--- config.mk ---
export PLATFORM = sky130hd
export DESIGN_NAME = qmm_sum
export DESIGN_NICKNAME = d
export VERILOG_FILES = /design/src/design/qmm_pkg.sv /design/src/design/qmm_sum.sv
export SDC_FILE = /design/constraint.sdc
export NUM_CORES = 1
export LEC_CHECK = 0
export ABC_CLOCK_PERIOD_IN_PS = 9550
export BUFFER_PORTS_ARGS = -buffer_cell sky130_fd_sc_hd__buf_2
export CAP_MARGIN = 20
export CORE_AREA = 8 8 357 359
export DETAILED_ROUTE_END_ITERATION = 16
export DIE_AREA = 0 0 365 367
export PLACE_DENSITY_LB_ADDON = 0.25
export SYNTH_ARGS = -nofsm -noshare
export SYNTH_HDL_FRONTEND = slang
export SYNTH_SLANG_ARGS = --single-unit
--- constraint.sdc ---
create_clock -name clk_i -period 9.55 [get_ports clk_i]
set_clock_uncertainty 0.1 [all_clocks]
set_input_delay 1.4325 -clock clk_i [delete_from_list [all_inputs] [get_ports clk_i]]
set_output_delay 1.4325 -clock clk_i [all_outputs]
set_load 0.02 [all_outputs]
--- src/design/qmm_pkg.sv ---
// Shared types, constants and register indexes for the quad motor mixer.
// No dependencies; every design file imports this package.
package qmm_pkg;

  localparam int unsigned NUM_MOTORS = 4;
  localparam int unsigned NUM_AXES   = 4;

  localparam int unsigned CMD_W   = 16;                    // Q7.8 command
  localparam int unsigned COEF_W  = 16;                    // Q2.13 coefficient
  localparam int unsigned PROD_W  = CMD_W + COEF_W;        // Q10.21 product
  localparam int unsigned SUM_W   = PROD_W + 2;            // four products
  localparam int unsigned FRAC_DROP = 9;                   // Q12.21 -> Q.12
  localparam int unsigned BIAS_W  = 14;
  localparam int unsigned RAW_W   = SUM_W - FRAC_DROP + 1; // shifted sum plus bias
  localparam int unsigned THR_W   = 13;                    // 0..4096
  localparam int unsigned THR_ONE = 4096;
  localparam int unsigned THR_FRAC = 12;
  localparam int unsigned OFF_W   = 9;
  localparam int unsigned OUT_W   = 12;

  // Duty scaling; fixed by the output field width of the port.
  localparam int unsigned PWM_BITS  = 12;
  localparam int unsigned DUTY_W    = PWM_BITS + 2;
  localparam int unsigned DUTY_MAX  = (1 << PWM_BITS) - 1;
  localparam int unsigned DUTY_BASE = (1 << (PWM_BITS - 1)) - 1;
  localparam int unsigned TERM_W    = THR_W + PWM_BITS - 1;

  // Configuration port
  localparam int unsigned CFG_ADDR_W = 3;
  localparam int unsigned CFG_DATA_W = 64;

  localparam logic [CFG_ADDR_W-1:0] IDX_MIX_ROW_0     = 3'd0;
  localparam logic [CFG_ADDR_W-1:0] IDX_MIX_ROW_1     = 3'd1;
  localparam logic [CFG_ADDR_W-1:0] IDX_MIX_ROW_2     = 3'd2;
  localparam logic [CFG_ADDR_W-1:0] IDX_MIX_ROW_3     = 3'd3;
  localparam logic [CFG_ADDR_W-1:0] IDX_THROTTLE_BIAS = 3'd4;
  localparam logic [CFG_ADDR_W-1:0] IDX_MOTOR_OFFSETS = 3'd5;
  localparam logic [CFG_ADDR_W-1:0] IDX_FORCE_DISARM  = 3'd6;

  localparam logic signed [BIAS_W-1:0] BIAS_RESET = 14'sd205;

  typedef struct packed {
    logic signed [CMD_W-1:0] roll_torque;
    logic signed [CMD_W-1:0] pitch_torque;
    logic signed [CMD_W-1:0] yaw_torque;
    logic signed [CMD_W-1:0] total_thrust;
    logic                    armed;
  } in_t;

  typedef struct packed {
    logic [OUT_W-1:0] pwm_motor_1;
    logic [OUT_W-1:0] pwm_motor_2;
    logic [OUT_W-1:0] pwm_motor_3;
    logic [OUT_W-1:0] pwm_motor_4;
  } out_t;

  typedef struct packed {
    logic [NUM_MOTORS-1:0][CFG_DATA_W-1:0] mix_row;
    logic signed [BIAS_W-1:0]              throttle_bias;
    logic [NUM_MOTORS-1:0][OFF_W-1:0]      motor_offsets;
    logic                                  force_disarm;
  } cfg_t;

  // Stage 1 -> 2: raw products, motor-major
  typedef struct packed {
    logic                                          live;
    logic [NUM_MOTORS-1:0][NUM_AXES-1:0][PROD_W-1:0] prod;
  } prod_t;

  // Stage 2 -> 3: unclamped Q.12 throttle per motor
  typedef struct packed {
    logic                             live;
    logic [NUM_MOTORS-1:0][RAW_W-1:0] thr_raw;
  } raw_t;

endpackage

--- src/design/qmm_sum.sv ---
// Stage 2: add the four products per motor, floor to Q.12 and add the bias.
// Depends on qmm_pkg.
module qmm_sum (
  input  logic           clk_i,
  input  logic           rst_ni,
  input  qmm_pkg::cfg_t  cfg_i,
  input  logic           valid_i,
  output logic           ready_o,
  input  qmm_pkg::prod_t data_i,
  output logic           valid_o,
  input  logic           ready_i,
  output qmm_pkg::raw_t  data_o
);
  import qmm_pkg::*;

  logic valid_q;
  raw_t data_q, data_d;
  logic signed [SUM_W-1:0] sum [NUM_MOTORS];

  always_comb begin
    data_d.live = data_i.live;
    for (int m = 0; m < NUM_MOTORS; m++) begin
      sum[m] = SUM_W'($signed(data_i.prod[m][0])) + SUM_W'($signed(data_i.prod[m][1]))
             + SUM_W'($signed(data_i.prod[m][2])) + SUM_W'($signed(data_i.prod[m][3]));
      // arithmetic shift floors toward minus infinity
      data_d.thr_raw[m] = RAW_W'(sum[m] >>> FRAC_DROP) + RAW_W'(cfg_i.throttle_bias);
    end
  end

  assign ready_o = ~valid_q | ready_i;

  always_ff @(posedge clk_i or negedge rst_ni) begin
    if (!rst_ni) begin
      valid_q <= 1'b0;
    end else if (ready_o) begin
      valid_q <= valid_i;
    end
  end

  always_ff @(posedge clk_i) begin
    if (valid_i && ready_o) begin
      data_q <= data_d;
    end
  end

  assign valid_o = valid_q;
  assign data_o  = data_q;

endmodule

==> flow_metrics.py <==
metrics = {
    "status": {
        "status": "finished clean",
    },
    "setup_path": {
        "ff2ff_path_depth": 3,
        "critPathMaxFanout": 5,
        "end_kind": "register",
        "timing.rr.start": "valid_o$_DFFE_PN0N_",
        "required_ps": 9630,
        "r2r_slack_ps": 7040,
        "reg2reg_to": "data_o[76]$_DFFE_PP_",
        "cp.arrival_ps": 7930,
        "start_kind": "primary input",
        "crit_type": "in2reg",
    },
    "clock_network": {
        "cts.sinks": 106,
        "clk_latency_ps": 390,
        "postCtsSetupBuffers": 0,
        "cts_hold_buf": 0,
        "cts-root-buf": "clkbuf_16",
        "cts_resized": 0,
        "cts.reportedPaths.clkPinSlew_ps": 80,
        "cts_buffers": 9,
        "cts_htree_levels": 3,
        "cts_buffer_depth": 2,
        "cts_tree": "built",
    },
    "synth": {
        "synth_cell_type_count": 66,
        "synth_seq_area_share": 0.1618,
        "ys_async_sr_fraction": 0.009434,
        "synthCells": 2159,
        "synth_edf_count": 105,
        "syn_area_um2": 19640,
        "syn_avg_cell_area_um2": 9.096,
        "ys_ff_latch": 106,
        "mappedNetlistNets": 3467,
        "ys_warn_count": 0,
        "synthFlopType": "edfxtp_1",
    },
    "sta": {
        "worst_pin_slew_ps": 1087,
        "max_slew_margin": 0.2752,
        "rsz0062_at_grt": "no",
        "layout_min_cycle_time_ps": 7842,
        "fin_crit_sh": 0.8212,
        "fmax_mhz": 127.5,
        "hold_violations": 0,
        "drv_slew": 0,
        "setup_viol": 0,
        "tns_ps": 0,
    },
    "global_routing": {
        "antenna_found_initial": 9,
        "grt_pass1_wl_um": 108500,
        "grt_max_degree": 62,
        "grt_use_total": 0.1078,
        "grt_pass1_vias": 17632,
        "busiest_layer": "met2",
        "grtUsageMet3": 0.03484,
        "use_met1": 0.1429,
        "overflow": 0,
        "met2_usage": 0.1733,
    },
    "floorplan": {
        "dieArea_um2": 134000,
        "start_util": 0.1618,
        "rows": 128,
        "die_w_um": 365,
        "ios": 931,
        "die_height_um": 367,
        "design.core.area_um2": 121400,
    },
    "routing": {
        "vias_per_cell": 3.748,
        "first_pass_iters": 6,
        "wl_per_cell_um": 16.75,
        "vias": 16679,
        "first_iter_violations": 694,
        "finalWirelength_um": 74540,
        "drc": 0,
        "ant_nets": 0,
    },
    "flow_run": {
        "cap_viol_max_count": 0,
    },
    "final_layout": {
        "mostFrequentLayoutCells": "buf_2 (637), inv_1 (586), fa_1 (260)",
        "area_delta_synth_final_pct": 28.43,
        "final_common_cell": "buf_2",
        "layout.nets": 4119,
        "final_cells": 4450,
        "drive_above_1_share": 0.2391,
        "fillers": 13781,
        "fin_util": 0.2078,
    },
    "power_and_ir_drop": {
        "p_leak_nw": 13.00,
        "powerDensity_nw_per_um2": 293.6,
        "vdd_drop_max_mv": 0.1458,
        "finalPower_mw": 7.406,
    },
    "place": {
        "dp_cells": 4425,
        "io_buffers": 637,
        "hpwl_um": 67520,
        "gp_congestion": 0.8474,
    },
    "worst_hold_path": {
        "hold_path.class": "reg2reg",
        "worstHoldEndpoint": "valid_o$_DFFE_PN0N_",
        "whs_path_depth": 2,
        "holdCritStartpoint": "valid_o$_DFFE_PN0N_",
    },
}
## layout make-up
class	instances	area [um^2]	share of cell area
clock buffer	9	225.2	0.008930
inverter	586	2200	0.08722
sequential	106	3178	0.1260
multi-input combinational	1464	14250	0.5651
clock inverter	6	67.56	0.002679
antenna	10	25.02	0.0009922
timing repair buffer	644	3241	0.1285
tap	1625	2033	0.08062
## logic make-up (layout without fill, tap and decap cells)
| group | after synthesis | after routing | synth area share |
|---|---|---|---|
| compound gates | 461 | 461 | 0.1526 |
| other cells | 0 | 10 | 0 |
| buf+inv | 589 | 1245 | 0.1126 |
| simple gates | 348 | 348 | 0.08895 |
| xor+xnor | 171 | 171 | 0.07627 |
| fa+ha+maj | 484 | 484 | 0.4078 |
| flops | 106 | 106 | 0.1618 |
## worst max path at each step
stage / start / endpoint / slack (ps) / cells after the start
after detailed placement: data_i[261] / data_o[77]$_DFFE_PP_ / 1340 / 23
after floorplan: data_i[389] / data_o[103]$_DFFE_PP_ / 2850 / 24
after global routing: data_i[263] / data_o[77]$_DFFE_PP_ / 1210 / 23
final: data_i[263] / data_o[77]$_DFFE_PP_ / 1710 / 23
after CTS: data_i[261] / data_o[77]$_DFFE_PP_ / 1750 / 23
after global placement: data_i[261] / data_o[77]$_DFFE_PP_ / 1330 / 23
## registers in the layout, summed over array words and instances (netlist names)
register,flops
data_o,105
valid_o,1
## critical path: stages
cell	delay, ps
buf_2	80
inv_1	50
fa_1	640
inv_1	80
fa_1	430
ha_1	300
and4_1	170
a31oi_1	160
o21ai_0	160
nor2_1	170
o21ai_0	180
a221oi_1	610
o21ai_0	270
xor2_1	210
ha_1	360
a21oi_1	200
nand3b_1	140
o211ai_1	620
o21ai_0	240
o41ai_1	770
nor3_1	160
o21a_1	230
o41ai_1	270
## stage by stage
stage / worst slack (ps) / hold slack (ps) / area, um^2
floorplan: 2845 / 682.6 / 19640
global placement: 1329 / 410.3 / 24900
detailed placement: 1341 / 416.5 / 24900
CTS: 1752 / 437.5 / 25200
global route: 1213 / 486.8 / 25200
finish: 1708 / 433.6 / 25220
## power by group
part,leakage (nW),switching (mW),internal (mW),total [mW]
Sequential,1.01,0.0712,1.02,1.09
Combinational,11.9,3.52,2.39,5.90
Clock,0.140,0.209,0.204,0.413
## metal layers
metal  part of all wire  routed length [um]
met3              0.080                5934
met4              0.012                 907
met2               0.44               32970
met1               0.47               34690
met5            0.00058                  43
## synth_stat cells (all sizes together) (22+ instances only)
cell type  number  share of area
a21o           87          0.033
a21oi         144          0.037
edfxtp        105           0.16
fa            260           0.27
ha            224           0.14
inv           586           0.11
nand2          76          0.015
nand2b         24         0.0076
nand3          33         0.0084
nor2           90          0.017
nor2b          30         0.0096
nor3           28         0.0074
o21a           22         0.0084
o21ai          86          0.022
xnor2         120          0.054
xor2           51          0.023
(Power assumes the default switching activity.)
