$ cat config.mk
export PLATFORM = sky130hd
export DESIGN_NAME = qmm_duty
export DESIGN_NICKNAME = d
export VERILOG_FILES = /design/src/design/qmm_pkg.sv /design/src/design/qmm_duty.sv
export SDC_FILE = /design/constraint.sdc
export NUM_CORES = 1
export LEC_CHECK = 0
export BUFFER_PORTS_ARGS = -buffer_cell sky130_fd_sc_hd__clkbuf_2
export CAP_MARGIN = 0
export CORE_AREA = 2 2 182 184
export DETAILED_ROUTE_END_ITERATION = 8
export DIE_AREA = 0 0 184 186
export GPL_TIMING_DRIVEN = 0
export HOLD_SLACK_MARGIN = 0.1
export PLACE_DENSITY_LB_ADDON = 0.1
export SETUP_SLACK_MARGIN = 0.4
export SKIP_LAST_GASP = 1
export SLEW_MARGIN = 20
export SYNTH_ARGS = -nofsm -noshare
export SYNTH_HDL_FRONTEND = slang
export SYNTH_SLANG_ARGS = --single-unit
export TNS_END_PERCENT = 10
$ cat constraint.sdc
create_clock -name clk_i -period 2.82 [get_ports clk_i]
set_input_delay 0.564 -clock clk_i [delete_from_list [all_inputs] [get_ports clk_i]]
set_output_delay 0.564 -clock clk_i [all_outputs]
set_load 0.05 [all_outputs]
$ cat src/design/qmm_pkg.sv
// Shared types, constants and register indexes for the quad motor mixer.
// No dependencies; every design file imports this package.
package qmm_pkg;

  localparam int unsigned NUM_MOTORS = 4;
  localparam int unsigned NUM_AXES   = 4;

  localparam int unsigned CMD_W   = 16;                    // Q7.8 command
  localparam int unsigned COEF_W  = 16;                    // Q2.13 coefficient
  localparam int unsigned PROD_W  = CMD_W + COEF_W;        // Q10.21 product
  localparam int unsigned SUM_W   = PROD_W + 2;            // four products
  localparam int unsigned FRAC_DROP = 9;                   // Q12.21 -> Q.12
  localparam int unsigned BIAS_W  = 14;
  localparam int unsigned RAW_W   = SUM_W - FRAC_DROP + 1; // shifted sum plus bias
  localparam int unsigned THR_W   = 13;                    // 0..4096
  localparam int unsigned THR_ONE = 4096;
  localparam int unsigned THR_FRAC = 12;
  localparam int unsigned OFF_W   = 9;
  localparam int unsigned OUT_W   = 12;

  // Duty scaling; fixed by the output field width of the port.
  localparam int unsigned PWM_BITS  = 12;
  localparam int unsigned DUTY_W    = PWM_BITS + 2;
  localparam int unsigned DUTY_MAX  = (1 << PWM_BITS) - 1;
  localparam int unsigned DUTY_BASE = (1 << (PWM_BITS - 1)) - 1;
  localparam int unsigned TERM_W    = THR_W + PWM_BITS - 1;

  // Configuration port
  localparam int unsigned CFG_ADDR_W = 3;
  localparam int unsigned CFG_DATA_W = 64;

  localparam logic [CFG_ADDR_W-1:0] IDX_MIX_ROW_0     = 3'd0;
  localparam logic [CFG_ADDR_W-1:0] IDX_MIX_ROW_1     = 3'd1;
  localparam logic [CFG_ADDR_W-1:0] IDX_MIX_ROW_2     = 3'd2;
  localparam logic [CFG_ADDR_W-1:0] IDX_MIX_ROW_3     = 3'd3;
  localparam logic [CFG_ADDR_W-1:0] IDX_THROTTLE_BIAS = 3'd4;
  localparam logic [CFG_ADDR_W-1:0] IDX_MOTOR_OFFSETS = 3'd5;
  localparam logic [CFG_ADDR_W-1:0] IDX_FORCE_DISARM  = 3'd6;

  localparam logic signed [BIAS_W-1:0] BIAS_RESET = 14'sd205;

  typedef struct packed {
    logic signed [CMD_W-1:0] roll_torque;
    logic signed [CMD_W-1:0] pitch_torque;
    logic signed [CMD_W-1:0] yaw_torque;
    logic signed [CMD_W-1:0] total_thrust;
    logic                    armed;
  } in_t;

  typedef struct packed {
    logic [OUT_W-1:0] pwm_motor_1;
    logic [OUT_W-1:0] pwm_motor_2;
    logic [OUT_W-1:0] pwm_motor_3;
    logic [OUT_W-1:0] pwm_motor_4;
  } out_t;

  typedef struct packed {
    logic [NUM_MOTORS-1:0][CFG_DATA_W-1:0] mix_row;
    logic signed [BIAS_W-1:0]              throttle_bias;
    logic [NUM_MOTORS-1:0][OFF_W-1:0]      motor_offsets;
    logic                                  force_disarm;
  } cfg_t;

  // Stage 1 -> 2: raw products, motor-major
  typedef struct packed {
    logic                                          live;
    logic [NUM_MOTORS-1:0][NUM_AXES-1:0][PROD_W-1:0] prod;
  } prod_t;

  // Stage 2 -> 3: unclamped Q.12 throttle per motor
  typedef struct packed {
    logic                             live;
    logic [NUM_MOTORS-1:0][RAW_W-1:0] thr_raw;
  } raw_t;

endpackage

$ cat src/design/qmm_duty.sv
// Stage 3: clamp the throttle, gate on arming, form the saturated PWM duty.
// Depends on qmm_pkg.
module qmm_duty (
  input  logic          clk_i,
  input  logic          rst_ni,
  input  qmm_pkg::cfg_t cfg_i,
  input  logic          valid_i,
  output logic          ready_o,
  input  qmm_pkg::raw_t data_i,
  output logic          valid_o,
  input  logic          ready_i,
  output qmm_pkg::out_t data_o
);
  import qmm_pkg::*;

  logic valid_q;
  out_t data_q, data_d;
  logic [THR_W-1:0]  thr  [NUM_MOTORS];
  logic [TERM_W-1:0] term [NUM_MOTORS];
  logic [DUTY_W-1:0] duty [NUM_MOTORS];
  logic [OUT_W-1:0]  pwm  [NUM_MOTORS];

  always_comb begin
    for (int m = 0; m < NUM_MOTORS; m++) begin
      if (!data_i.live || $signed(data_i.thr_raw[m]) < 0) begin
        thr[m] = '0;
      end else if ($signed(data_i.thr_raw[m]) > $signed(RAW_W'(THR_ONE))) begin
        thr[m] = THR_W'(THR_ONE);
      end else begin
        thr[m] = data_i.thr_raw[m][THR_W-1:0];
      end
      term[m] = (TERM_W'(thr[m]) << (PWM_BITS - 1)) >> THR_FRAC;
      duty[m] = DUTY_W'(DUTY_BASE) + DUTY_W'(term[m]) + DUTY_W'(cfg_i.motor_offsets[m]);
      if (duty[m] > DUTY_W'(DUTY_MAX)) begin
        duty[m] = DUTY_W'(DUTY_MAX);
      end
      pwm[m] = OUT_W'(duty[m]);
    end
    data_d.pwm_motor_1 = pwm[0];
    data_d.pwm_motor_2 = pwm[1];
    data_d.pwm_motor_3 = pwm[2];
    data_d.pwm_motor_4 = pwm[3];
  end

  assign ready_o = ~valid_q | ready_i;

  always_ff @(posedge clk_i or negedge rst_ni) begin
    if (!rst_ni) begin
      valid_q <= 1'b0;
    end else if (ready_o) begin
      valid_q <= valid_i;
    end
  end

  always_ff @(posedge clk_i) begin
    if (valid_i && ready_o) begin
      data_q <= data_d;
    end
  end

  assign valid_o = valid_q;
  assign data_o  = data_q;

endmodule

==> results of run 1 <==
==> flip-flops by register name (all words and copies together), names as in the netlist <==
register / cells
valid_o: 1
data_o: 48
==> power breakdown <==
group / internal [µW] / switching (µW) / leakage [µW] / total [µW]
Combinational: 492 / 743 / 0.00323 / 1230
Clock: 417 / 292 / 0.0000785 / 709
Sequential: 897 / 21.9 / 0.000460 / 918
==> how the worst max path moves through the flow <==
stage	startpoint	end	slack [ps]	depth (start not counted)
global placement	data_i[59]	data_o[17]	-1180	13
global route	data_i[39]	data_o[32]	-770	16
CTS	data_i[5]	data_o[47]	-660	15
detailed placement	data_i[85]	data_o[11]	-1150	16
floorplan	data_i[19]	data_o[47]	-640	14
finish	data_i[1]	data_o[47]	-610	15
==> critical path: stages <==
cell	delay (ps)
clkbuf_2	110
nor4_4	290
nand3_2	140
a2111oi_4	340
buf_6	170
nand2_4	50
ha_4	260
inv_2	40
ha_4	150
fa_2	360
a211oi_2	260
o21bai_1	130
a211o_1	290
a211oi_2	240
a41oi_2	60
==> through the flow <==
step | setup TNS [ps] | total power [µW] | util [%] | area [µm²] | cells
4_1_cts | -22890 | 2852 | 24.71 | 7958 | 1241
6_report | -22000 | 2863 | 26.20 | 8437 | 1264
3_3_place_gp | -68510 | 2024 | 22.27 | 7172 | 1202
5_1_grt | -30250 | 3062 | 26.20 | 8437 | 1264
3_5_place_dp | -46360 | 2013 | 22.34 | 7194 | 1203
2_1_floorplan | -19060 | 1653 | - | 5690 | 600
==> kinds of logic after synthesis <==
logic type               count (synthesis)  synth area share, %
multiplexers                             5                1.004
XOR/XNOR                                19                3.257
flip-flops                              49                28.70
AND/OR/NAND/NOR                        208                20.67
AO/OA/AOI/OAI                          106                15.40
buffers and inverters                  129                9.819
adder cells (fa/ha/maj)                 84                21.16
==> final cells by class <==
class	count	area share, %
Tap cell	408	6.051
Timing Repair Buffer	248	17.83
Sequential cell	49	17.38
Clock buffer	6	1.528
Buffer	6	0.5784
Clock inverter	2	0.4004
Multi-Input combinational cell	422	50.72
Inverter	123	5.517
==> Yosys cell counts, drive strengths merged (2+ instances only) <==
master,number
o2111ai,2
nor4b,2
nand4,2
a21o,8
fa,4
nor4,24
nor2b,4
clkbuf,2
a211oi,5
o22ai,3
a221o,2
o311a,2
or2,3
xnor2,6
a31oi,4
a211o,3
nor3,13
xor2,13
and2,4
o21bai,7
nor2,27
nand3b,11
inv,123
edfxtp,48
a21boi,3
ha,80
a21oi,25
nand3,27
buf,4
o21a,8
o21ai,19
o211ai,4
a2111oi,4
nand2,71
mux2i,4
nand2b,13
and3b,2
==> timing repair <==
action / in CTS / in global routing
hold endpoints to repair: 1 / 0
resized for setup: 70 / 60
buffers inserted: 27 / 22
endpoints found under the setup margin: 48 / 48
gates cloned: 2 / 1
pin swaps: 51 / 31
hold buffers: 1 / 0
==> layer usage <==
metal | share of wire (%) | wire (µm)
met5 | 0.14 | 26
met4 | 1.3 | 242
met3 | 10 | 1838
met2 | 39 | 7225
met1 | 49 | 9003
==> impl_metrics.ini, run 1 <==
[outcome]
status = finished, violations left
violations = negative setup slack

[routing]
drtPass1Iterations = 4
remaining_drc_errors = 0
num_vias = 5119
vias_per_cell = 4.050
wl_per_cell_um = 14.51
drt-initial-drc-count = 114
wirelength_um = 18340
ant_nets = 0

[floorplan]
num_io_pins = 466
start_util_pct = 15.87
die_y_um = 186
coreArea_mm2 = 0.03221
num_rows = 66
die_w_um = 184
dieArea_mm2 = 0.03422

[worst_hold_path]
hold_end = valid_o
hp-class = primary input to flip-flop
worstHoldPathCells = 2
holdCritStartpoint = valid_i

[layout]
fill_cells = 3506
syn2layout_area_growth_pct = 65.11
final_cell_mix = clkbuf_2 (186), inv_1 (100), nand2_1 (49)
drive_gt1_share_pct = 48.71
final_common_cell = clkbuf_2
multi_input_area_mm2 = 0.004279
nNetsFinal = 1355
diodes = 0
regArea_mm2 = 0.001466

[sta]
slew-limit-headroom_pct = 37.24
finalCriticalPeriod_ps = 3432
hold_ws_ps = 460.4
finalClockSkew_ps = 11.97
finalCritPeriodShare_pct = 121.7
rsz0062_at_grt = true
worstMarginPinSlew_ps = 941.5
fmax_mhz = 291.4
setup_ws_ps = -611.9
setup_viol = 48
final_max_slew_viol_count = 0
hold_viol_final = 0

[cts]
clk_latency_ps = 300
cts_tree = built
clkTransAtPathRegs_ps = 70
cts_max_level = 2
numCtsBuffers = 5
cts.sinks = 49
clock_path_buffers = 2
cts-root-buf = clkbuf_16

[placed_design]
io_buffer_count = 194
place.gp.congestion = 0.7201
place_ws_ps = -1153
hpwl_um = 15010

[yosys]
avgSynthCellArea_um2 = 8.517
ys_seq_elements = 49
syn_inst = 600
synth_nets = 1100
syn_area_mm2 = 0.005110
yosysSeqAreaShare_pct = 28.70
ys.warnings.count = 0
yosys.area.top_type_share_pct = 28.21
async_flop_share_pct = 2.041
yosysTopAreaCell = edfxtp_1
synth-edff-count = 48
ys.flop_type = edfxtp_1
yosysUniqueCellTypes = 63
ys_top_cells_by_area = edfxtp_1 (28%), ha_1 (20%), inv_1 (8.9%), nand2_1 (5.1%), nor4_1 (2.7%)

[grt]
use_met1_pct = 14.63
grt_use_met2_pct = 15.37
grt_use_total_pct = 10.67
use_met3_pct = 4.520
grt_pass1_wl_um = 28080
grt.overflow.total = 0
antenna_found_initial = 2
grt_start_max_net_pins = 29
grt_pass1_vias = 5239
grt-busiest-layer = met2

[worst_setup_path]
worstSetupPathType = primary input to flip-flop
worstPathArrival_ps = 3470
crit_fanout = 5
r2r_end = data_o[3]
crit_path_end_kind = flip-flop
critical_path_required_ps = 2850
crit_path_start_kind = primary input
ff2ff_setup_slack_ps = 1330
worstRegToRegCells = 3
timing.rr.start = valid_o

[power]
p_leak_uw = 0.003766
vdd_drop_max_v = 0.0001946
cellPowerDensity_mw_per_mm2 = 339.3

[flow_run]
maxCapViolations = 0
No activity file was read; power rests on OpenSTA's default activity.
==> run 2, diff against run 1 <==
Settings changed: CORE_AREA 2 2 182 184 to 2 2 180 182, DIE_AREA 0 0 184 186 to 0 0 182 184, PLACE_DENSITY_LB_ADDON 0.1 to not set.
Clock period 2.82 ns to 4 ns, I/O delays scaled along.
==> run 2 against run 1 <==
- the run now ends clean
- sequential power is 30% lower
- register-to-register slack better by 1200 ps
- utilization shrank 2.4 points
- routed wire length decreased by 7.7%
- non-clock buffer count fell by 29
- total power decreased by 36%
- hold slack worse by 200 ps
- clock skew down 7.6 ps
- final area is 11% lower
- critical path type unchanged
- largest cell class unchanged
- largest power group unchanged
==> impl_metrics.ini, run 2 (synthesis gave the netlist of run 1 again) <==
[outcome]
status = finished, final reports clean

[placed_design]
place.gp.congestion = 0.8105
place_area_mm2 = 0.006793
post-place-cells = 1197
hpwl_um = 14070
io_buffer_count = 194

[sta]
rsz0062_at_grt = true
fmax_mhz = 263.0
slew-limit-headroom_pct = 43.10
setup_tns_ps = 0
setup_viol = 0
finalCriticalPeriod_ps = 3802
worstMarginPinSlew_ps = 853.6
finalCritPeriodShare_pct = 95.05
hold_viol_final = 0
final_max_slew_viol_count = 0
finalClockSkew_ps = 4.331

[cts]
clk_latency_ps = 300
cts.sinks = 49
cts-root-buf = clkbuf_16
clock_path_buffers = 2
cts_tree = built
cts_hold_buf = 0
numCtsBuffers = 5
cts_max_level = 2
clkTransAtPathRegs_ps = 70

[routing]
drt-initial-drc-count = 141
wl_per_cell_um = 13.76
remaining_drc_errors = 0
ant_nets = 0
vias_per_cell = 4.064
wirelength_um = 16920
drtPass1Iterations = 4
num_vias = 4999

[power]
pwr-share-seq_pct = 35.0
pwr-share-clk_pct = 23.4
switching_share_pct = 37.80
vdd_drop_max_v = 0.0001245
internal-power_uw = 1148
p_total_uw = 1845
combPwrFrac_pct = 41.5
p_sw_uw = 697.4
cellPowerDensity_mw_per_mm2 = 246.7
p_leak_uw = 0.003503

[layout]
nNetsFinal = 1327
largest_register_ffs = 48
design_area_mm2 = 0.007480
drive_gt1_share_pct = 38.16
final_cell_mix = clkbuf_2 (190), inv_1 (117), ha_1 (66)
fill_cells = 3466
finalNonFillerCells = 1230
final_util_pct = 23.83
syn2layout_area_growth_pct = 46.38
final_common_cell = clkbuf_2
diodes = 0

[grt]
grt_use_total_pct = 9.758
grt_pass1_wl_um = 25320
antenna_found_initial = 1
grt_start_max_net_pins = 27
grt.overflow.total = 0
grt_pass1_vias = 4878

[worst_setup_path]
critical_path_required_ps = 4020
crit_path_end_kind = flip-flop
worstPathArrival_ps = 3820
crit_path_start_kind = primary input
crit_fanout = 7
timing.rr.start = valid_o
crit_path_start = data_i[14]
worstSetupPathType = primary input to flip-flop

[floorplan]
die_y_um = 184
die_w_um = 182
num_io_pins = 466
dieArea_mm2 = 0.03349
coreArea_mm2 = 0.03139
start_util_pct = 16.28
num_rows = 65

[flow_run]
maxCapViolations = 0

[worst_hold_path]
hp-class = primary input to async pin
[run 2: through the flow]
stage	hold slack [ps]	worst slack, ps
finish	261.2	197.8
global placement	504.3	-490.3
detailed placement	538.8	-518.6
CTS	250.3	148.7
floorplan	504.4	308.6
global route	249.3	34.48
[run 2: critical path: stages]
cell and delay (ps):
clkbuf_2 100, nor4_4 400, nand3_2 180, a2111oi_4 350, buf_6 180, nand2_4 50
ha_4 250, inv_2 40, ha_4 150, fa_2 380, a211oi_2 230, o21bai_1 100
a211o_1 310, a211oi_2 210, a41oi_2 80
[run 2: final timing paths]
kind / endpoint / slack, ps / depth (start not counted)
max in group asynchronous: valid_o / 3660 / 1
worst max register to register: data_o[18] / 2560 / 3
worst min register to register: valid_o / 550 / 2
worst max-delay path: data_o[47] / 200 / 15
min in group clk_i: valid_o / 550 / 2
worst min-delay path: valid_o / 260 / 1
[run 2: layout make-up]
type	count	area [µm²]	area share [%]
multi-input cells	423	3652	48.83
repair buffers	219	1201	16.06
inverters	123	467.9	6.256
flip-flops and latches	49	1466	19.61
plain buffers	6	52.55	0.7026
well taps	402	503.0	6.725
clock buffers	8	136.4	1.823
[run 2: timing repair]
action | 4_1_cts | 5_1_grt
resized for setup | 22 | 52
setup buffers | 14 | 8
pin swaps | 15 | 28
endpoints found under the setup margin | 48 | 48
cloned | 1 | 2
[run 2: power groups by stage]
stage | sequential [µW] | combinational [µW] | clock [µW]
after floorplan | 814 | 318 | 0
after global placement | 660 | 697 | 0
after detailed placement | 658 | 707 | 0
after CTS | 647 | 735 | 454
after global routing | 650 | 846 | 468
final | 647 | 766 | 432
[run 2: per-layer routing]
metal / track usage [%] / vias to the layer above / part of all wire [%]
met3: 2.258 / 12 / 6.6
met4: 2.419 / 2 / 1.1
met2: 14.84 / 166 / 42
met1: 13.86 / 2269 / 50
li1: - / 2550 / -
met5: 0 / - / 0.077
