## src/design/qmm_pkg.sv

```systemverilog
// Shared types, constants and register indexes for the quad motor mixer.
// No dependencies; every design file imports this package.
package qmm_pkg;

  localparam int unsigned NUM_MOTORS = 4;
  localparam int unsigned NUM_AXES   = 4;

  localparam int unsigned CMD_W   = 16;                    // Q7.8 command
  localparam int unsigned COEF_W  = 16;                    // Q2.13 coefficient
  localparam int unsigned PROD_W  = CMD_W + COEF_W;        // Q10.21 product
  localparam int unsigned SUM_W   = PROD_W + 2;            // four products
  localparam int unsigned FRAC_DROP = 9;                   // Q12.21 -> Q.12
  localparam int unsigned BIAS_W  = 14;
  localparam int unsigned RAW_W   = SUM_W - FRAC_DROP + 1; // shifted sum plus bias
  localparam int unsigned THR_W   = 13;                    // 0..4096
  localparam int unsigned THR_ONE = 4096;
  localparam int unsigned THR_FRAC = 12;
  localparam int unsigned OFF_W   = 9;
  localparam int unsigned OUT_W   = 12;

  // Duty scaling; fixed by the output field width of the port.
  localparam int unsigned PWM_BITS  = 12;
  localparam int unsigned DUTY_W    = PWM_BITS + 2;
  localparam int unsigned DUTY_MAX  = (1 << PWM_BITS) - 1;
  localparam int unsigned DUTY_BASE = (1 << (PWM_BITS - 1)) - 1;
  localparam int unsigned TERM_W    = THR_W + PWM_BITS - 1;

  // Configuration port
  localparam int unsigned CFG_ADDR_W = 3;
  localparam int unsigned CFG_DATA_W = 64;

  localparam logic [CFG_ADDR_W-1:0] IDX_MIX_ROW_0     = 3'd0;
  localparam logic [CFG_ADDR_W-1:0] IDX_MIX_ROW_1     = 3'd1;
  localparam logic [CFG_ADDR_W-1:0] IDX_MIX_ROW_2     = 3'd2;
  localparam logic [CFG_ADDR_W-1:0] IDX_MIX_ROW_3     = 3'd3;
  localparam logic [CFG_ADDR_W-1:0] IDX_THROTTLE_BIAS = 3'd4;
  localparam logic [CFG_ADDR_W-1:0] IDX_MOTOR_OFFSETS = 3'd5;
  localparam logic [CFG_ADDR_W-1:0] IDX_FORCE_DISARM  = 3'd6;

  localparam logic signed [BIAS_W-1:0] BIAS_RESET = 14'sd205;

  typedef struct packed {
    logic signed [CMD_W-1:0] roll_torque;
    logic signed [CMD_W-1:0] pitch_torque;
    logic signed [CMD_W-1:0] yaw_torque;
    logic signed [CMD_W-1:0] total_thrust;
    logic                    armed;
  } in_t;

  typedef struct packed {
    logic [OUT_W-1:0] pwm_motor_1;
    logic [OUT_W-1:0] pwm_motor_2;
    logic [OUT_W-1:0] pwm_motor_3;
    logic [OUT_W-1:0] pwm_motor_4;
  } out_t;

  typedef struct packed {
    logic [NUM_MOTORS-1:0][CFG_DATA_W-1:0] mix_row;
    logic signed [BIAS_W-1:0]              throttle_bias;
    logic [NUM_MOTORS-1:0][OFF_W-1:0]      motor_offsets;
    logic                                  force_disarm;
  } cfg_t;

  // Stage 1 -> 2: raw products, motor-major
  typedef struct packed {
    logic                                          live;
    logic [NUM_MOTORS-1:0][NUM_AXES-1:0][PROD_W-1:0] prod;
  } prod_t;

  // Stage 2 -> 3: unclamped Q.12 throttle per motor
  typedef struct packed {
    logic                             live;
    logic [NUM_MOTORS-1:0][RAW_W-1:0] thr_raw;
  } raw_t;

endpackage

```

## src/design/qmm_cfg.sv

```systemverilog
// Configuration register file for the quad motor mixer.
// Depends on qmm_pkg.
module qmm_cfg (
  input  logic                                clk_i,
  input  logic                                rst_ni,
  input  logic                                cfg_we_i,
  input  logic [qmm_pkg::CFG_ADDR_W-1:0]      cfg_addr_i,
  input  logic [qmm_pkg::CFG_DATA_W-1:0]      cfg_wdata_i,
  output qmm_pkg::cfg_t                       cfg_o
);
  import qmm_pkg::*;

  cfg_t cfg_q;

  always_ff @(posedge clk_i or negedge rst_ni) begin
    if (!rst_ni) begin
      cfg_q.mix_row       <= '0;
      cfg_q.throttle_bias <= BIAS_RESET;
      cfg_q.motor_offsets <= '0;
      cfg_q.force_disarm  <= 1'b0;
    end else if (cfg_we_i) begin
      case (cfg_addr_i)
        IDX_MIX_ROW_0, IDX_MIX_ROW_1, IDX_MIX_ROW_2, IDX_MIX_ROW_3: begin
          cfg_q.mix_row[cfg_addr_i[1:0]] <= cfg_wdata_i;
        end
        IDX_THROTTLE_BIAS: begin
          cfg_q.throttle_bias <= cfg_wdata_i[BIAS_W-1:0];
        end
        IDX_MOTOR_OFFSETS: begin
          cfg_q.motor_offsets <= cfg_wdata_i[NUM_MOTORS*OFF_W-1:0];
        end
        IDX_FORCE_DISARM: begin
          cfg_q.force_disarm <= cfg_wdata_i[0];
        end
        default: begin
          // unknown index: drop the write
        end
      endcase
    end
  end

  assign cfg_o = cfg_q;

endmodule

```

## config.mk

```make
export PLATFORM = sky130hd
export DESIGN_NAME = qmm_cfg
export DESIGN_NICKNAME = d
export VERILOG_FILES = /design/src/design/qmm_pkg.sv /design/src/design/qmm_cfg.sv
export SDC_FILE = /design/constraint.sdc
export NUM_CORES = 1
export LEC_CHECK = 0
export BUFFER_PORTS_ARGS = -buffer_cell sky130_fd_sc_hd__buf_2
export CORE_UTILIZATION = 46
export CTS_CLUSTER_DIAMETER = 200
export DETAILED_ROUTE_END_ITERATION = 8
export HOLD_SLACK_MARGIN = 0.12
export MAX_ROUTING_LAYER = met4
export PLACE_DENSITY = 0.79
export SLEW_MARGIN = 20
export SYNTH_ARGS = -nofsm -noshare
export SYNTH_HDL_FRONTEND = slang
export SYNTH_SLANG_ARGS = --single-unit
```

## constraint.sdc

```tcl
create_clock -name clk_i -period 0.8 [get_ports clk_i]
set_input_delay 0.16 -clock clk_i [delete_from_list [all_inputs] [get_ports clk_i]]
set_output_delay 0.16 -clock clk_i [all_outputs]
set_load 0.1 [all_outputs]
```

==> results of run 1 <==
==> cells by family after synthesis <==
group	synth area share (%)
mux	30.5
simple gates	0.731
flops	66.0
buf+inv	2.70
==> Yosys cell counts (all sizes together) <==
cell | count | area (sq um)
nand4b | 3 | 32.5
buf | 33 | 314
dfrtp | 302 | 7560
mux2 | 307 | 3550
nor4b | 1 | 15.0
and4bb | 3 | 37.5
dfstp | 5 | 131
==> through the flow <==
stage	worst slack [ns]	TNS [ns]	hold WS (ns)
floorplan	-0.412	-99.37	-0.136
global placement	-0.706	-184.93	0.0810
detailed placement	-0.740	-196.15	0.0781
==> out/metrics.cfg, run 1 <==
[clocking]
cts_resized = 195
cts_buffer_depth = 3
cts_setup_buffers = 111
cts-root-buf = clkbuf_16
htreeDepth = 2
numCtsBuffers = 34
cts.sinks = 307
hold_buffers = 65

[synthesis]
synth.avg_cell_area_sq_um = 17.8
syn_area_sq_um = 11600
synth.distinct_cells = 13
synthCells = 654
yosys_warnings = 0
syn-num-nets = 724
ys_ff_latch = 307
ys_seq_area_share_pct = 66.0

[floorplanning]
io-pin-count = 377
die_h_um = 161
row_count = 57
die_w_um = 161
start_util_pct = 47.3

[place]
io_buffers = 376
place_area_sq_um = 21000
dp_cells = 1380
place_congestion = 0.796
dpl.hpwl_um = 28700

[run_status]
haltStage = 4_1_cts
outcome = stopped before the end
error_line = [ERROR DPL-0038] Utilization greater than 100%, impossible to legalize

==> run 2: changes to the inputs <==
--- a/config.mk
+++ b/config.mk
@@ -6,12 +6,9 @@
 export NUM_CORES = 1
 export LEC_CHECK = 0
 export BUFFER_PORTS_ARGS = -buffer_cell sky130_fd_sc_hd__buf_2
-export CORE_UTILIZATION = 46
-export CTS_CLUSTER_DIAMETER = 200
+export CORE_UTILIZATION = 40
 export DETAILED_ROUTE_END_ITERATION = 8
-export HOLD_SLACK_MARGIN = 0.12
-export MAX_ROUTING_LAYER = met4
-export PLACE_DENSITY = 0.79
+export PLACE_DENSITY_LB_ADDON = 0.15
 export SLEW_MARGIN = 20
 export SYNTH_ARGS = -nofsm -noshare
 export SYNTH_HDL_FRONTEND = slang
==> constraint.sdc (replaced) <==
create_clock -name clk_i -period 1 [get_ports clk_i]
set_input_delay 0.2 -clock clk_i [delete_from_list [all_inputs] [get_ports clk_i]]
set_output_delay 0.2 -clock clk_i [all_outputs]
set_load 0.1 [all_outputs]
==> run 2 against run 1 <==
Net effect: the flow now finishes, with violations (negative setup slack); synthesized cell count unchanged; area after synthesis unchanged.
==> out/metrics.cfg, run 2 <==
[run_status]
outcome = complete, but fails checks  ; was stopped before the end
failed_checks = negative setup slack

[clocking]
cts-root-buf = clkbuf_16  ; unchanged
cts.sinks = 307  ; unchanged
clk_latency_ns = 0.50
cts_tree = done
cts_buffer_depth = 3  ; unchanged
clkTransAtPathRegs_ns = 0.06
htreeDepth = 2  ; unchanged
numCtsBuffers = 35  ; was 34

[cells_and_area]
final_common_cell = buf_12
largest_reg_flops = 307
most-common-layout-cells = 340 x buf_12, 233 x mux2_4, 217 x dfrtp_2
area_growth_pct = 101
nets = 1321
drive_gt1_share_pct = 94.4
n_antenna_cell = 0
post-route-util_pct = 81.6

[timing]
period_share_pct = 152
finClkSkew_ns = 0
slew_headroom_pct = 78.8
postLayoutSetupSlackWorst_ns = -0.522
min_period_ns = 1.52
setup_viol = 484
hold_viol = 0
max_freq_mhz = 657
grt_setup_unrepaired = true
final_max_slew_viol_count = 0
worst_pin_slew_ns = 0.318

[grt]
track_usage_pct = 24.4
grt_pass1_wl_um = 56000
grt_pass1_vias = 8918
grt_remaining_overflow = 0
antenna_found_initial = 0
grt_max_degree = 30

[place]
io_buffers = 376  ; unchanged
dpl.hpwl_um = 24500  ; was 28700 um
place_congestion = 0.758  ; was 0.796

[critical_path]
r2r_end = cfg_o[42]
path_depth = 1
crit_buf_inv = 1
required_ns = 0.80
worstPathCellList = buf_12
start_kind = flip-flop
timing.rr.start = cfg_o[42]
cp-end-kind = primary output
reg2reg_depth = 3
startpoint = cfg_o[39]
slowest_delay_ns = 0.64
crit_family = flip-flops
critPathCapture = cfg_o[39]
cp_slowest_cell = dfstp_4
worst-path-max-fanout = 2
ff2ff_setup_slack_ns = -0.02
cp.arrival_ns = 1.32
worstSetupPathType = reg2out

[detailed_routing]
vias_per_cell = 4.90
drt_wl_total_um = 39200
antenna_left = 0
drcViolationCount = 0
firstDrtPassIters = 4
drtIter0Drc = 307
vias = 8127
wl_per_cell_um = 23.6

[synthesis]
synthCells = 654  ; unchanged
yosys_warnings = 0  ; unchanged
syn_area_sq_um = 11600  ; unchanged
ys.flop_type = dfrtp_1  ; unchanged
ys_ff_latch = 307  ; unchanged
synthArstFlopShare_pct = 100  ; unchanged
synth.distinct_cells = 13  ; unchanged
synth_edf_count = 0  ; unchanged
synth_largest_area_cell = dfrtp_1  ; unchanged
ys_seq_area_share_pct = 66.0  ; unchanged
syn-num-nets = 724  ; unchanged
synthMostInstantiatedCell = dfrtp_1  ; unchanged
synth_area_leaders = dfrtp_1 65%, mux2_2 27%, mux2_4 3.4%, buf_6 2.0%, dfstp_2 1.1%  ; unchanged
synth_commonest_cells = 302 x dfrtp_1, 278 x mux2_2, 26 x mux2_4  ; unchanged
synth.avg_cell_area_sq_um = 17.8  ; unchanged
yosysTopAreaCellShare_pct = 64.9  ; unchanged

[floorplanning]
start_util_pct = 40.6  ; was 47.3%
fp.coreArea_sq_um = 28700
row_count = 62  ; was 57
dieArea_sq_um = 29800
io-pin-count = 377  ; unchanged
die_w_um = 173  ; was 161 um
die_h_um = 173  ; was 161 um

[power]
power_w = 0.0724
p_per_area_nw_per_um2 = 3090
p_leak_nw = 10.4
ir_worst_vdd_v = 0.00219

[min_path]
worstHoldPathType = in2reg
min_path_cells = 2

[run]
drv_cap = 0

-- run 2: power breakdown --
part | switching [W] | internal, W
clock network | 0.00504 | 0.00839
registers | 0.00323 | 0.0161
logic | 0.0243 | 0.0153
total | 0.0326 | 0.0398
-- run 2: worst register-to-register path: cells and delay by family, from the launching register on --
kind	cells	cell delay [ns]
buffers and inverters	2	0.22
multiplexers	1	0.26
flip-flops	1	0.43
-- run 2: metal layers --
layer	GRT usage, %	vias up	routed length [um]
li1	-	3515	-
met1	30.2	4255	15500
met2	41.2	293	20100
met3	6.35	64	2360
met4	8.93	0	1250
met5	0	-	0
-- run 2: worst min-delay path by stage --
stage | endpoint | slack [ns] | startpoint
after CTS | cfg_o[84] | 0.0005 | cfg_wdata_i[33]
after global routing | cfg_o[208] | 0.005 | cfg_wdata_i[29]
final | cfg_o[147] | 0.01 | cfg_wdata_i[32]
after global placement | cfg_o[171] | 0.07 | rst_ni
after floorplan | cfg_o[100] | -0.1 | rst_ni
after detailed placement | cfg_o[171] | 0.07 | rst_ni
-- run 2: final cells by class --
class | instances | area [sq um]
flip-flops and latches | 307 | 8250
clock buffers | 55 | 1070
fillers | 1356 | 5270
well taps | 384 | 480
repair buffers | 593 | 9050
clock inverters | 7 | 138
multi-input cells | 314 | 4440
-- run 2: repair_timing --
action / CTS / global route
hold buffers: 44 / 0
setup buffers: 64 / 46
hold endpoints to repair: 373 / 0
pin swaps: 1 / 4
resized for setup: 32 / 59
cloned: 7 / 10
setup endpoints to repair: 342 / 386
-- run 2: cell families after synthesis --
logic type / synth area share, %
and+or+nand+nor: 0.731
buffers and inverters: 2.70
muxes: 30.5
DFF: 66.0
-- run 2: per-stage QoR --
| step | hold slack [ns] | std cells | area (sq um) | worst slack (ns) | setup TNS [ns] |
|---|---|---|---|---|---|
| CTS | 0.000539 | 1617 | 22800 | -0.545 | -105.08 |
| floorplan | -0.0956 | 654 | 13000 | -0.256 | -49.84 |
| global route | 0.00468 | 1660 | 23400 | -0.545 | -113.29 |
| detailed placement | 0.0696 | 1440 | 20400 | -0.565 | -142.58 |
| global placement | 0.0693 | 1440 | 20400 | -0.512 | -136.38 |
| finish | 0.0125 | 1660 | 23400 | -0.522 | -104.56 |
(Power assumes the default switching activity.)
==> run 3: changes to the inputs <==
==> constraint.sdc (replaced) <==
create_clock -name clk_i -period 1.25 [get_ports clk_i]
set_input_delay 0.25 -clock clk_i [delete_from_list [all_inputs] [get_ports clk_i]]
set_output_delay 0.25 -clock clk_i [all_outputs]
set_load 0.1 [all_outputs]
==> run 3 against run 2 <==
Net effect: the run still ends with negative setup slack left; die area did not move; critical path depth did not move; cell count fell by 8.6%; clock-buffer cell count fell by 5; design area fell by 12%; flip-flop and latch count did not move; worst setup slack improved by 0.28 ns; clock power fell by 23%; global-route usage fell by 2.7 points; total power fell by 24%; critical path type unchanged; critical endpoint unchanged.
==> out/metrics.cfg, run 3 (synthesis results as in run 2) <==
[clocking]
htreeDepth = 2  ; unchanged
cts_tree = done  ; unchanged
clk_latency_ns = 0.50  ; about the same
cts-root-buf = clkbuf_16  ; unchanged
cts_buffer_depth = 3  ; unchanged
numCtsBuffers = 34  ; was 35
clkTransAtPathRegs_ns = 0.06  ; about the same
cts_resized = 0  ; was 32
cts.sinks = 307  ; unchanged

[timing]
whs_ns = 0.0250  ; was 0.0125 ns
postLayoutSetupSlackWorst_ns = -0.238  ; was -0.522 ns
max_freq_mhz = 672
slew_headroom_pct = 75.3  ; was 78.8%
worst_pin_slew_ns = 0.371  ; was 0.318 ns
hold_viol = 0  ; unchanged
final_max_slew_viol_count = 0  ; unchanged
finClkSkew_ns = 0  ; unchanged
min_period_ns = 1.49
period_share_pct = 119
setup_viol = 307  ; was 484
grt_setup_unrepaired = true  ; unchanged

[power]
p_leak_nw = 8.92  ; was 10.4 nW
p_per_area_nw_per_um2 = 2660  ; was 3090 nW/um^2
ir_worst_vdd_v = 0.00160  ; was 0.00219 V

[critical_path]
required_ns = 1.00  ; was 0.80 ns
start_kind = flip-flop  ; unchanged
worst-path-max-fanout = 2  ; unchanged
cp-end-kind = primary output  ; unchanged
worstSetupPathType = reg2out  ; unchanged
cp.arrival_ns = 1.24  ; was 1.32 ns
cp_slowest_cell = dfstp_2  ; was dfstp_4
crit_buf_inv = 1  ; unchanged
worstPathCellList = buf_12  ; unchanged
crit_family = flip-flops  ; unchanged
slowest_delay_ns = 0.56  ; was 0.64 ns

[floorplanning]
row_count = 62  ; unchanged
die_w_um = 173  ; unchanged
start_util_pct = 40.6  ; unchanged
fp.coreArea_sq_um = 28700  ; unchanged
io-pin-count = 377  ; unchanged
die_h_um = 173  ; unchanged
dieArea_sq_um = 29800  ; unchanged

[cells_and_area]
post-route-util_pct = 72.0  ; was 81.6%
final_cells = 1517  ; was 1660
fin_area_sq_um = 20700  ; was 23400 sq um
drive_gt1_share_pct = 94.2  ; was 94.4%
most-common-layout-cells = 327 x buf_12, 272 x mux2_2, 248 x dfrtp_2  ; was 340 x buf_12, 233 x mux2_4, 217 x dfrtp_2
nets = 1180  ; was 1321
largest_reg_flops = 307  ; unchanged
final_common_cell = buf_12  ; unchanged
n_antenna_cell = 0  ; unchanged
area_growth_pct = 77.5  ; was 101%

[detailed_routing]
vias_per_cell = 4.82  ; was 4.90
drtIter0Drc = 214  ; was 307
drcViolationCount = 0  ; unchanged
antenna_left = 0  ; unchanged
firstDrtPassIters = 6  ; was 4
wl_per_cell_um = 20.8  ; was 23.6 um
drt_wl_total_um = 31500  ; was 39200 um
vias = 7305  ; was 8127

[place]
dp_cells = 1421  ; was 1440
io_buffers = 376  ; unchanged
place_area_sq_um = 19200  ; was 20400 sq um
dpl.hpwl_um = 23100  ; was 24500 um
place_congestion = 0.743  ; was 0.758

[run_status]
failed_checks = negative setup slack  ; unchanged
outcome = complete, but fails checks  ; unchanged

[min_path]
worstHoldPathType = in2reg  ; unchanged

[grt]
antenna_found_initial = 0  ; unchanged
track_usage_pct = 21.7  ; was 24.4%
grt_max_degree = 49  ; was 30
grt_pass1_vias = 8092  ; was 8918
grt_remaining_overflow = 0  ; unchanged
grt_pass1_wl_um = 50100  ; was 56000 um

[run]
drv_cap = 0  ; unchanged

## run 3: through the flow
stage	total power, W	worst slack [ns]	TNS [ns]
CTS	0.0553	-0.268	-36.91
finish	0.0549	-0.238	-29.31
global placement	0.0442	-0.341	-79.15
detailed placement	0.0446	-0.347	-81.28
global route	0.0564	-0.275	-39.02
floorplan	0.0322	-0.0284	-1.60
## run 3: cell type report
class / instances / area, sq um
repair buffers: 453 / 7330
multi-input cells: 314 / 3680
clock inverters: 9 / 129
fillers: 1751 / 8040
clock buffers: 50 / 1040
flip-flops and latches: 307 / 8000
well taps: 384 / 480
## run 3: metal layers
metal  vias up  routed length, um  global-route usage [%]
met2       252              15900                    36.5
met5         -                  0                       0
li1       3230                  -                       -
met3        53               2260                    6.90
met1      3770              12500                    26.7
met4         0                860                    6.70
## run 3: power breakdown
part           internal, W  switching [W]
logic               0.0107         0.0190
clock network      0.00641        0.00392
registers           0.0125        0.00242
total               0.0296         0.0253
## run 3: repair_timing
action / 4_1_cts / 5_1_grt
hold buffers: 1 / 0
setup buffers: 24 / 12
gates cloned: 0 / 0
hold endpoints to repair: 245 / 0
setup endpoints to repair: 307 / 307
## run 3: path summary, 6_finish.rpt
kind / start / end / slack [ns] / cells past startpoint
worst max-delay path: cfg_o[39] / cfg_o[39] / -0.24 / 1
worst min-delay path: cfg_wdata_i[58] / cfg_o[301] / 0.02 / 2
worst max register to register: cfg_o[190] / cfg_o[190] / 0.19 / 3
worst min register to register: cfg_o[194] / cfg_o[194] / 0.54 / 1
max in group asynchronous: rst_ni / cfg_o[37] / 0.37 / 3
min in group asynchronous: rst_ni / cfg_o[13] / 0.24 / 2
==> run 4: changes to the inputs <==
--- a/config.mk
+++ b/config.mk
@@ -5,11 +5,11 @@
 export SDC_FILE = /design/constraint.sdc
 export NUM_CORES = 1
 export LEC_CHECK = 0
+export ABC_AREA = 1
 export BUFFER_PORTS_ARGS = -buffer_cell sky130_fd_sc_hd__buf_2
 export CORE_UTILIZATION = 40
 export DETAILED_ROUTE_END_ITERATION = 8
 export PLACE_DENSITY_LB_ADDON = 0.15
-export SLEW_MARGIN = 20
 export SYNTH_ARGS = -nofsm -noshare
 export SYNTH_HDL_FRONTEND = slang
 export SYNTH_SLANG_ARGS = --single-unit
==> run 4 against run 3 <==
Net effect: the run still ends with negative setup slack left; flip-flop and latch count unchanged; critical path type unchanged; routed wire length up 40%; die area up 2.5%; highest routed layer unchanged; worst setup slack worse by 0.013 ns; register-to-register slack better by 0.15 ns; utilization up 3.4 points; via count up 60%; critical endpoint is now cfg_o[43]; clock skew unchanged; area after synthesis up 2.5%; design area up 5.9%; critical path depth unchanged; total power down 7.0%.
==> out/metrics.cfg, run 4 <==
[detailed_routing]
vias_per_cell = 5.12  ; was 4.82
wl_per_cell_um = 19.3  ; was 20.8 um
drcViolationCount = 0  ; unchanged
drt_wl_total_um = 44100  ; was 31500 um
firstDrtPassIters = 7  ; was 6
drtIter0Drc = 844  ; was 214
antenna_left = 0  ; unchanged
vias = 11700  ; was 7305

[synthesis]
synth.distinct_cells = 13  ; unchanged
yosys_warnings = 0  ; unchanged
yosysTopAreaCellShare_pct = 63.3  ; was 64.9%
synth_largest_area_cell = dfrtp_1  ; unchanged
synthCells = 1335  ; was 654
synth_commonest_cells = 688 x nand2_1, 302 x dfrtp_1, 243 x nand3_1  ; was 302 x dfrtp_1, 278 x mux2_2, 26 x mux2_4
synth_edf_count = 0  ; unchanged
synth_area_leaders = dfrtp_1 63%, nand2_1 22%, nand3_1 10%, buf_2 1.9%, clkbuf_1 1.1%  ; was dfrtp_1 65%, mux2_2 27%, mux2_4 3.4%, buf_6 2.0%, dfstp_2 1.1%
syn_area_sq_um = 11900  ; was 11600 sq um
ys.flop_type = dfrtp_1  ; unchanged
synthArstFlopShare_pct = 100  ; unchanged
synthMostInstantiatedCell = nand2_1  ; was dfrtp_1
ys_seq_area_share_pct = 64.4  ; was 66.0%
syn-num-nets = 1405  ; was 724
ys_ff_latch = 307  ; unchanged
synth.avg_cell_area_sq_um = 8.94  ; was 17.8 sq um

[run]
drv_cap = 0  ; unchanged

[timing]
period_share_pct = 120  ; was 119%
setup_tns_ns = -29.98  ; was -29.31 ns
min_period_ns = 1.50  ; was 1.49 ns
finClkSkew_ns = 0  ; unchanged
worst_pin_slew_ns = 0.321  ; was 0.371 ns
grt_setup_unrepaired = true  ; unchanged
hold_viol = 0  ; unchanged
whs_ns = 0.0122  ; was 0.0250 ns
max_freq_mhz = 666  ; was 672 MHz
setup_viol = 307  ; unchanged
slew_headroom_pct = 78.6  ; was 75.3%
postLayoutSetupSlackWorst_ns = -0.251  ; was -0.238 ns
final_max_slew_viol_count = 0  ; unchanged

[cells_and_area]
drive_gt1_share_pct = 34.2  ; was 94.2%
final_common_cell = nand2_1  ; was buf_12
post-route-util_pct = 75.4  ; was 72.0%
most-common-layout-cells = 684 x nand2_1, 346 x buf_12, 299 x dfrtp_1  ; was 327 x buf_12, 272 x mux2_2, 248 x dfrtp_2
area_growth_pct = 83.4  ; was 77.5%
final_cells = 2284  ; was 1517
nets = 1943  ; was 1180
largest_reg_flops = 307  ; unchanged

[clocking]
cts-root-buf = clkbuf_16  ; unchanged
cts_tree = done  ; unchanged
numCtsBuffers = 34  ; unchanged
clkTransAtPathRegs_ns = 0.06  ; about the same
cts.sinks = 307  ; unchanged
cts_buffer_depth = 3  ; unchanged
clk_latency_ns = 0.50  ; about the same
htreeDepth = 2  ; unchanged

[grt]
grt_pass1_vias = 12000  ; was 8092
grt_max_degree = 60  ; was 49
antenna_found_initial = 2  ; was 0
track_usage_pct = 28.4  ; was 21.7%
grt_remaining_overflow = 0  ; unchanged
grt_pass1_wl_um = 67500  ; was 50100 um

[floorplanning]
fp.coreArea_sq_um = 29000  ; was 28700 sq um
dieArea_sq_um = 30500  ; was 29800 sq um
start_util_pct = 41.1  ; was 40.6%
io-pin-count = 377  ; unchanged
row_count = 62  ; unchanged
die_w_um = 175  ; was 173 um
die_h_um = 175  ; was 173 um

[place]
dp_cells = 2076  ; was 1421
place_congestion = 0.814  ; was 0.743
dpl.hpwl_um = 29000  ; was 23100 um
io_buffers = 376  ; unchanged

[critical_path]
crit_buf_inv = 1  ; unchanged
cp-end-kind = primary output  ; unchanged
reg2reg_depth = 4  ; was 3
worst-path-max-fanout = 2  ; unchanged
crit_family = flip-flops  ; unchanged
start_kind = flip-flop  ; unchanged
path_depth = 1  ; unchanged
worstSetupPathType = reg2out  ; unchanged
cp.arrival_ns = 1.25  ; was 1.24 ns
worstPathCellList = buf_12  ; unchanged
cp_slowest_cell = dfstp_2  ; unchanged
required_ns = 1.00  ; about the same
slowest_delay_ns = 0.56  ; about the same
ff2ff_setup_slack_ns = 0.34  ; was 0.19 ns

[min_path]
min_path_cells = 3  ; was 2
worstHoldPathType = in2reg  ; unchanged

[power]
ir_worst_vdd_v = 0.00146  ; was 0.00160 V
p_leak_nw = 11.3  ; was 8.92 nW
p_per_area_nw_per_um2 = 2330  ; was 2660 nW/um^2
power_w = 0.0511  ; was 0.0549 W

[run_status]
failed_checks = negative setup slack  ; unchanged
outcome = complete, but fails checks  ; unchanged

==> run 4: cell count changes after synthesis, moves of 3 or more <==
cell	change
clkbuf_1	+36
buf_2	+41
mux2_2	-278
inv_2	+4
nand2_1	+688
buf_6	-21
buf_4	-5
mux2_4	-26
mux2_1	-3
nor2_2	+3
nand3_1	+243
==> run 4: logic make-up (layout without fill, tap and decap cells) <==
| kind of cell | count (synthesis) | count (layout) | synth area share, % |
|---|---|---|---|
| flops | 307 | 307 | 64.4 |
| other cells | 0 | 2 | 0 |
| simple gates | 936 | 936 | 32.1 |
| buf+inv | 92 | 655 | 3.44 |
==> run 4: cell type report <==
class                   instances  area (sq um)
clock buffers                  56          1110
fillers                      1870          7130
well taps                     384           480
flip-flops and latches        307          7690
diodes                          2          5.00
repair buffers                588          8610
inverters                       6          22.5
multi-input cells             936          3860
clock inverters                 5           100
==> run 4: power breakdown <==
part           internal [W]  switching (W)
sequential           0.0118        0.00216
clock               0.00666        0.00397
combinational       0.00915         0.0173
==> run 4: timing repair <==
item / in CTS / in global routing
endpoints found under the hold margin: 251 / 0
setup endpoints to repair: 307 / 307
buffers inserted: 71 / 61
hold buffers: 13 / 0
gates resized for setup: 2 / 1
==> run 4: routing by layer <==
| layer | routed length (um) | vias to the layer above | track usage, % |
|---|---|---|---|
| li1 | - | 5299 | - |
| met1 | 16500 | 5745 | 34.1 |
| met2 | 21900 | 532 | 47.6 |
| met3 | 3760 | 109 | 8.07 |
| met4 | 1970 | 0 | 12.7 |
| met5 | 0 | - | 0 |
==> run 4: final timing paths <==
check	from	end
max	cfg_o[43]	cfg_o[43]
min	cfg_wdata_i[37]	cfg_o[280]
max reg2reg	cfg_o[112]	cfg_o[112]
min reg2reg	cfg_o[40]	cfg_o[40]
max in group asynchronous	rst_ni	cfg_o[164]
min in group asynchronous	rst_ni	cfg_o[146]
==> run 4: stage by stage <==
step                      instance area [sq um]  setup WS [ns]
after floorplan                           11900         0.0942
after global placement                    19500        0.00285
after detailed placement                  19500        -0.0270
after CTS                                 21400         -0.263
after global routing                      21900         -0.286
final                                     21900         -0.251
